[src/hw/rtl/cds_pkg.sv]
// Shared constants, command and status types, and a calendar helper for the date shifter.
`timescale 1ns / 1ps

package cds_pkg;

	localparam int OFFSET_BITS = 17;
	localparam int DAY_W       = 5;
	localparam int MONTH_W     = 4;
	localparam int YEAR_W      = 14;

	localparam logic [YEAR_W-1:0]  YEAR_MAX   = YEAR_W'(9999);
	localparam logic [YEAR_W-1:0]  YEAR_MIN   = YEAR_W'(1);
	localparam logic [YEAR_W-1:0]  YEAR_CYCLE = YEAR_W'(400);
	localparam logic [YEAR_W-1:0]  CENTURY_1  = YEAR_W'(100);
	localparam logic [YEAR_W-1:0]  CENTURY_2  = YEAR_W'(200);
	localparam logic [YEAR_W-1:0]  CENTURY_3  = YEAR_W'(300);
	localparam logic [YEAR_W-1:0]  CYCLE_LAST = YEAR_W'(399);

	localparam logic [MONTH_W-1:0] MONTH_JAN  = MONTH_W'(1);
	localparam logic [MONTH_W-1:0] MONTH_FEB  = MONTH_W'(2);
	localparam logic [MONTH_W-1:0] MONTH_DEC  = MONTH_W'(12);
	localparam logic [DAY_W-1:0]   DAY_FIRST  = DAY_W'(1);
	localparam logic [DAY_W-1:0]   DAY_LAST   = DAY_W'(31);

	// Commands from the controller to the datapath.
	typedef struct packed {
		logic load;       // capture a new transaction
		logic reduce;     // one subtraction of 400 from the year residue
		logic step;       // move the date by one day
		logic set_range;  // mark that a year limit stopped the walk
		logic set_bad;    // mark the input date as invalid
		logic out_load;   // copy the working date into the output register
	} cds_cmd_t;

	// Status from the datapath to the controller.
	typedef struct packed {
		logic rem_ge_cycle;  // year residue still at or above 400
		logic date_ok;       // the captured date is a valid one
		logic count_zero;    // no days left to move
		logic at_limit;      // the next step would leave the year range
	} cds_status_t;

	function automatic logic [DAY_W-1:0] month_len(input logic [MONTH_W-1:0] m,
		input logic leap);
		logic [DAY_W-1:0] len;
		case (m)
			4'd2:                       len = leap ? DAY_W'(29) : DAY_W'(28);
			4'd4, 4'd6, 4'd9, 4'd11:    len = DAY_W'(30);
			default:                    len = DAY_W'(31);
		endcase
		return len;
	endfunction

endpackage

[src/hw/rtl/cds_datapath.sv]
// Datapath of the date shifter: working date, year residue, day counter and output register.
`timescale 1ns / 1ps

module cds_datapath
	import cds_pkg::*;
(
	input  logic                         clk,
	input  logic                         arst_n,
	input  cds_cmd_t                     cmd,
	output cds_status_t                  status,
	input  logic [DAY_W-1:0]             in_day,
	input  logic [MONTH_W-1:0]           in_month,
	input  logic [YEAR_W-1:0]            in_year,
	input  logic signed [OFFSET_BITS-1:0] day_offset,
	output logic [DAY_W-1:0]             out_day,
	output logic [MONTH_W-1:0]           out_month,
	output logic [YEAR_W-1:0]            out_year,
	output logic                         range_flag,
	output logic                         bad_date
);

	logic [DAY_W-1:0]       day_q;
	logic [MONTH_W-1:0]     month_q;
	logic [YEAR_W-1:0]      year_q;
	logic [YEAR_W-1:0]      rem_q;
	logic [OFFSET_BITS-1:0] count_q;
	logic                   back_q;
	logic                   range_q;
	logic                   bad_q;

	logic                   leap;
	logic [DAY_W-1:0]       len_cur;
	logic [DAY_W-1:0]       len_prev;
	logic [MONTH_W-1:0]     month_prev;
	logic [OFFSET_BITS-1:0] offset_mag;

	// The residue is the year modulo 400 once reduction is done, so the leap
	// test needs only its low bits and three century compares.
	assign leap = (rem_q[1:0] == 2'b00) && (rem_q != CENTURY_1) &&
		(rem_q != CENTURY_2) && (rem_q != CENTURY_3);
	assign month_prev = month_q - MONTH_W'(1);
	assign len_cur    = month_len(month_q, leap);
	assign len_prev   = month_len(month_prev, leap);
	assign offset_mag = day_offset[OFFSET_BITS-1] ? (~day_offset + OFFSET_BITS'(1)) :
		day_offset;

	assign status.rem_ge_cycle = (rem_q >= YEAR_CYCLE);
	assign status.date_ok = (month_q >= MONTH_JAN) && (month_q <= MONTH_DEC) &&
		(day_q != '0) && (day_q <= len_cur) && (year_q != '0) && (year_q <= YEAR_MAX);
	assign status.count_zero = (count_q == '0);
	assign status.at_limit = back_q ?
		((day_q == DAY_FIRST) && (month_q == MONTH_JAN) && (year_q == YEAR_MIN)) :
		((day_q == DAY_LAST) && (month_q == MONTH_DEC) && (year_q == YEAR_MAX));

	always_ff @(posedge clk) begin
		if (cmd.load) begin
			day_q   <= in_day;
			month_q <= in_month;
			year_q  <= in_year;
			rem_q   <= in_year;
			count_q <= offset_mag;
			back_q  <= day_offset[OFFSET_BITS-1];
		end else if (cmd.reduce) begin
			rem_q <= rem_q - YEAR_CYCLE;
		end else if (cmd.step) begin
			count_q <= count_q - OFFSET_BITS'(1);
			if (!back_q) begin
				if (day_q == len_cur) begin
					day_q <= DAY_FIRST;
					if (month_q == MONTH_DEC) begin
						month_q <= MONTH_JAN;
						year_q  <= year_q + YEAR_W'(1);
						rem_q   <= (rem_q == CYCLE_LAST) ? '0 : rem_q + YEAR_W'(1);
					end else begin
						month_q <= month_q + MONTH_W'(1);
					end
				end else begin
					day_q <= day_q + DAY_W'(1);
				end
			end else begin
				if (day_q == DAY_FIRST) begin
					if (month_q == MONTH_JAN) begin
						day_q   <= DAY_LAST;
						month_q <= MONTH_DEC;
						year_q  <= year_q - YEAR_W'(1);
						rem_q   <= (rem_q == '0) ? CYCLE_LAST : rem_q - YEAR_W'(1);
					end else begin
						day_q   <= len_prev;
						month_q <= month_prev;
					end
				end else begin
					day_q <= day_q - DAY_W'(1);
				end
			end
		end
	end

	always_ff @(posedge clk or negedge arst_n) begin
		if (!arst_n) begin
			range_q <= 1'b0;
			bad_q   <= 1'b0;
		end else if (cmd.load) begin
			range_q <= 1'b0;
			bad_q   <= 1'b0;
		end else begin
			if (cmd.set_range) begin
				range_q <= 1'b1;
			end
			if (cmd.set_bad) begin
				bad_q <= 1'b1;
			end
		end
	end

	always_ff @(posedge clk) begin
		if (cmd.out_load) begin
			out_day    <= day_q;
			out_month  <= month_q;
			out_year   <= year_q;
			range_flag <= range_q;
			bad_date   <= bad_q;
		end
	end

endmodule

[src/hw/rtl/cds_ctrl.sv]
// Controller of the date shifter: sequences reduction, validation, day stepping and output.
`timescale 1ns / 1ps

module cds_ctrl
	import cds_pkg::*;
(
	input  logic        clk,
	input  logic        arst_n,
	input  logic        in_valid,
	output logic        in_ready,
	output logic        out_valid,
	input  logic        out_ready,
	input  cds_status_t status,
	output cds_cmd_t    cmd
);

	typedef enum logic [2:0] {
		ST_IDLE,
		ST_REDUCE,
		ST_CHECK,
		ST_RUN,
		ST_FINISH
	} state_t;

	state_t state_q;
	logic   in_ready_q;
	logic   out_valid_q;
	logic   out_free;

	assign in_ready  = in_ready_q;
	assign out_valid = out_valid_q;
	assign out_free  = !out_valid_q || out_ready;

	always_comb begin
		cmd = '0;
		unique case (state_q)
			ST_IDLE:   cmd.load = in_valid && in_ready_q;
			ST_REDUCE: cmd.reduce = status.rem_ge_cycle;
			ST_CHECK:  cmd.set_bad = !status.date_ok;
			ST_RUN: begin
				if (!status.count_zero) begin
					if (status.at_limit) begin
						cmd.set_range = 1'b1;
					end else begin
						cmd.step = 1'b1;
					end
				end
			end
			ST_FINISH: cmd.out_load = out_free;
			default:   cmd = '0;
		endcase
	end

	always_ff @(posedge clk or negedge arst_n) begin
		if (!arst_n) begin
			state_q     <= ST_IDLE;
			in_ready_q  <= 1'b1;
			out_valid_q <= 1'b0;
		end else begin
			// A result loaded in this cycle replaces the one leaving, if any.
			if (cmd.out_load) begin
				out_valid_q <= 1'b1;
			end else if (out_ready) begin
				out_valid_q <= 1'b0;
			end
			unique case (state_q)
				ST_IDLE: begin
					if (in_valid && in_ready_q) begin
						in_ready_q <= 1'b0;
						state_q    <= ST_REDUCE;
					end
				end
				ST_REDUCE: begin
					if (!status.rem_ge_cycle) begin
						state_q <= ST_CHECK;
					end
				end
				ST_CHECK: begin
					state_q <= status.date_ok ? ST_RUN : ST_FINISH;
				end
				ST_RUN: begin
					if (status.count_zero || status.at_limit) begin
						state_q <= ST_FINISH;
					end
				end
				ST_FINISH: begin
					if (out_free) begin
						in_ready_q <= 1'b1;
						state_q    <= ST_IDLE;
					end
				end
				default: state_q <= ST_IDLE;
			endcase
		end
	end

endmodule

[src/hw/rtl/calendar_date_shift_core.sv]
// Top level of the Gregorian date shifter: controller and datapath joined by command and status.
`timescale 1ns / 1ps

// Shifts a Gregorian date by a signed number of days, walking one day per
// clock cycle, and returns one result transaction per input transaction.
// After an input transaction is accepted the block first reduces the year to
// its residue modulo 400 by repeated subtraction, one subtraction per cycle,
// until the residue is below 400. It then validates the date, steps the date
// once per day of the offset magnitude until the count runs out, and loads
// the output register. The result appears in the same cycle as in_ready
// rises again, so the next input transaction can be accepted as soon as the
// result appears; for long offsets the single day-step unit dominates the
// cost of a shift. An invalid date (month outside 1 to 12, day zero or beyond
// its month, year zero or above 9999) skips the walk and is returned
// unchanged with bad_date set. A walk that would pass 31 December 9999 or
// 1 January of year 1 stops on that date with range_flag set; landing
// exactly on it does not set the flag. The result sits in an output
// register, so the next input transaction is taken while a finished result
// still waits for out_ready.
module calendar_date_shift_core
	import cds_pkg::*;
(
	input  logic                          clk,
	input  logic                          arst_n,
	input  logic                          in_valid,
	output logic                          in_ready,
	input  logic [DAY_W-1:0]              in_day,
	input  logic [MONTH_W-1:0]            in_month,
	input  logic [YEAR_W-1:0]             in_year,
	input  logic signed [OFFSET_BITS-1:0] day_offset,
	output logic                          out_valid,
	input  logic                          out_ready,
	output logic [DAY_W-1:0]              out_day,
	output logic [MONTH_W-1:0]            out_month,
	output logic [YEAR_W-1:0]             out_year,
	output logic                          range_flag,
	output logic                          bad_date
);

	cds_cmd_t    cmd;
	cds_status_t status;

	// The controller owns the handshakes and decides what the datapath does
	// in each cycle.
	cds_ctrl u_ctrl (
		.clk       (clk),
		.arst_n    (arst_n),
		.in_valid  (in_valid),
		.in_ready  (in_ready),
		.out_valid (out_valid),
		.out_ready (out_ready),
		.status    (status),
		.cmd       (cmd)
	);

	// The datapath holds the working date, the day counter and the result.
	cds_datapath u_datapath (
		.clk        (clk),
		.arst_n     (arst_n),
		.cmd        (cmd),
		.status     (status),
		.in_day     (in_day),
		.in_month   (in_month),
		.in_year    (in_year),
		.day_offset (day_offset),
		.out_day    (out_day),
		.out_month  (out_month),
		.out_year   (out_year),
		.range_flag (range_flag),
		.bad_date   (bad_date)
	);

endmodule

[config.mk]
export PLATFORM = sky130hd
export DESIGN_NAME = calendar_date_shift_core
export DESIGN_NICKNAME = d
export VERILOG_FILES = /design/src/hw/rtl/cds_pkg.sv /design/src/hw/rtl/cds_datapath.sv /design/src/hw/rtl/cds_ctrl.sv /design/src/hw/rtl/calendar_date_shift_core.sv
export SDC_FILE = /design/constraint.sdc
export NUM_CORES = 1
export LEC_CHECK = 0
export BUFFER_PORTS_ARGS = -buffer_cell sky130_fd_sc_hd__buf_2
export CORE_ASPECT_RATIO = 1.2
export CORE_MARGIN = 2
export CORE_UTILIZATION = 30
export DETAILED_ROUTE_END_ITERATION = 7
export SETUP_SLACK_MARGIN = 0.1
export SLEW_MARGIN = 20
export SYNTH_ARGS = -nofsm -noshare
export SYNTH_HDL_FRONTEND = slang
export SYNTH_SLANG_ARGS = --single-unit
[constraint.sdc]
create_clock -name clk -period 5.1 [get_ports clk]
set_input_delay 1.02 -clock clk [delete_from_list [all_inputs] [get_ports clk]]
set_output_delay 1.02 -clock clk [all_outputs]
set_load 0.02 [all_outputs]
==> flow_summary.yaml <==
power_and_ir_drop:
  seqPwrFrac: 0.519
  pwr-share-clk: 0.451
  pwr_density_cell_nw_per_um2: 208
  leakage_nw: 2.67
  p_sw_uw: 314
  ir_drop_mv: 0.155
  pwr-share-comb: 0.030
  p_int_mw: 1.16
  swShare: 0.213
synth:
  yosysMostFrequentCell: "edfxtp_1"
  yosys.area.top_type: "edfxtp_1"
  synthesis.nets: 733
  synth-seq-cells: 87
  yosys.area.top_type_share: 0.387
  synth_area_sq_um: 6200
  yosysUniqueCellTypes: 75
  synth_area_leaders: "edfxtp_1 (39%), ha_1 (4.8%), xor2_1 (4.8%), xnor2_1 (4.2%), o21ai_0 (4.2%)"
  yosysSeqAreaShare: 0.416
  synthTopCellsByCount: "edfxtp_1 (80), nand2_1 (65), o21ai_0 (52)"
  yosys_warnings: 0
  syn_inst: 665
  synth_ff_type: "edfxtp_1"
  synth_edf_count: 80
  synth-async-reset-ratio: 0.0805
  synth_area_per_cell_sq_um: 9.33
worst_setup_path:
  required_ns: 5.06
  critPathKind: "reg -> reg"
  cp_max_fo: 14
  critPathTopFamily: "simple AND/OR/NAND/NOR gates"
  cpMaxStageDelayCell: "nor3_2"
  path_buf_inv: 0
  endpoint_kind: "flop"
  timing.rr.start: "u_datapath.rem_q[9]"
  crit_chain: "or4_4 > nor4_1 > a221oi_1 > o22ai_1 > o21ai_0 > ha_1 > a31oi_1 > nor2_1 > a31oi_1 > nor3_2"
  crit_arrival_ns: 3.82
  r2r_setup_slack_ns: 1.25
  startpoint_type: "flop"
  reg2regPathDepth: 10
  worstSetupStartpoint: "u_datapath.rem_q[9]"
  crit_top_cell: "a31oi_1"
  rr_endpoint: "u_datapath.year_q[9]"
  max_stage_delay_ns: 0.91
clock_tree:
  cts_repair_resize_count: 0
  cts_tree: "built"
  htreeDepth: 3
  root_buffer: "clkbuf_16"
  cts_inserted_buffers: 9
  clock_path_buffers: 2
  clk_pin_slew_worst_paths_ns: 0.07
  ctsHoldBuffers: 0
  clock_latency_ns: 0.35
  post_cts_buffers: 0
  cts_sinks: 87
placement:
  dp_hpwl_um: 12100
  gp_congestion: 0.954
  preCtsSetupSlack_ns: 1.23
  dpl.cell_count: 970
  port_buffers: 70
finish:
  areaGrowthSynthToFinish_pct: 14.4
  ff_latch_area_sq_um: 2580
  nFillCells: 2122
  multiInputGateArea_sq_um: 3360
  drive_gt1_frac: 0.161
  stdcell_count: 986
  nets: 784
  final_util: 0.350
  n_antenna_cell: 0
sta:
  fmax_mhz: 260
  maxSlewViolCount: 0
  slew_headroom: 0.258
  hold_viol_final: 0
  tns_ns: 0
  setup_slack_ns: 1.25
  worst_pin_slew_ns: 1.11
  setup_violations: 0
  finalCritPeriodShare: 0.755
  post-route-min-period_ns: 3.85
  rsz0062_at_grt: "no"
  fin_skew_ns: 0.00482
die:
  die_y_um: 162
  pin_count: 71
  initial_utilization: 0.306
  coreArea_sq_um: 20300
  num_rows: 57
  die_w_um: 135
  die-area_sq_um: 21800
global_route:
  grt_max_degree: 50
  grt_usage: 0.155
  antenna_found_initial: 0
  grt_pass1_vias: 4951
  grt_overflow: 0
  grt_pass1_wl_um: 26700
detailed_routing:
  dr.max_layer_used: "met4"
  wl_um: 16700
  met1_length_um: 7460
  dr.pass1.iters: 5
  drtIter0Drc: 280
  vias_per_cell: 5.42
  wl_met2_um: 8050
  wl_met3_um: 865
  routedWlPerCell_um: 17.0
  num_vias: 5345
  drtAntennaViolNets: 0
  drc: 0
min_path:
  min-delay-start: "u_datapath.bad_q"
  holdPathStages: 0
  hold_end: "u_datapath.bad_date"
  hp-class: "reg -> reg"
run_status:
  status: "complete, no violations"
job:
  cap_violations: 0
==> final cells by class <==
type	count	share of cell area
Multi-Input combinational cell	507	0.474
Sequential cell	87	0.364
Timing Repair Buffer	78	0.0579
Tap cell	265	0.0467
Clock buffer	9	0.0318
Inverter	33	0.0175
Clock inverter	7	0.00900
==> flip-flops by register name, indices dropped and copies added, names as in the netlist, 3 cells and up <==
name / count
u_datapath.count_q: 17
u_datapath.out_year: 14
u_datapath.rem_q: 14
u_datapath.year_q: 14
u_datapath.day_q: 5
u_datapath.out_day: 5
u_datapath.month_q: 4
u_datapath.out_month: 4
u_ctrl.state_q: 3
==> power groups by stage <==
stage	clock [mW]	combinational (mW)	sequential, mW
5_1_grt	0.707	0.0501	0.767
2_1_floorplan	0	0.0175	0.783
4_1_cts	0.680	0.0451	0.767
6_report	0.666	0.0444	0.767
3_5_place_dp	0	0.0449	0.783
3_3_place_gp	0	0.0444	0.783
==> layer usage <==
metal	GRT usage	up-vias
li1	-	2601
met1	0.209	2539
met2	0.251	184
met3	0.0261	21
met4	0.0545	0
met5	0	-
==> cell usage in the layout (no fill, tap or decap), types with 5 or more instances in the layout <==
cell and instances:
a31oi_1 18, or3_1 5, or2_2 5, a21oi_1 18, o22ai_1 8, nand3_1 13, nor3_1 25, o31ai_1 8
ha_1 24, o21ai_0 52, clkbuf_16 9, or4_1 7, nand2b_1 7, xor2_1 34, xnor2_1 30, buf_2 70
nand2_1 65, nand4_1 11, inv_1 32, a221oi_1 7, buf_4 8, edfxtp_1 80, dfrtp_1 6, o211ai_1 6
and3_1 5, mux2i_1 6, nor2_1 50, nor4_1 17
==> stage by stage <==
step	total power [mW]	cell area (sq um)	hold slack, ns
3_5_place_dp	0.828	6800	0.493
4_1_cts	1.49	7090	0.504
2_1_floorplan	0.800	6200	0.424
5_1_grt	1.52	7090	0.508
3_3_place_gp	0.827	6800	0.489
6_report	1.48	7090	0.497
==> how the worst max path moves through the flow <==
stage	end	cells after the start
after floorplan	u_datapath.year_q[0]	11
final	u_datapath.year_q[9]	10
after global placement	u_datapath.year_q[7]	10
after global routing	u_datapath.year_q[1]	10
after CTS	u_datapath.year_q[9]	10
after detailed placement	u_datapath.year_q[2]	10
==> logic make-up after synthesis <==
logic type | share of synthesized area
adders and majority gates | 0.0484
AOI/OAI and AO/OA | 0.176
muxes | 0.00968
buffers and inverters | 0.0446
and+or+nand+nor | 0.215
DFF | 0.416
xor gates and xnor gates | 0.0904
Power figures use the tool's default switching activity.
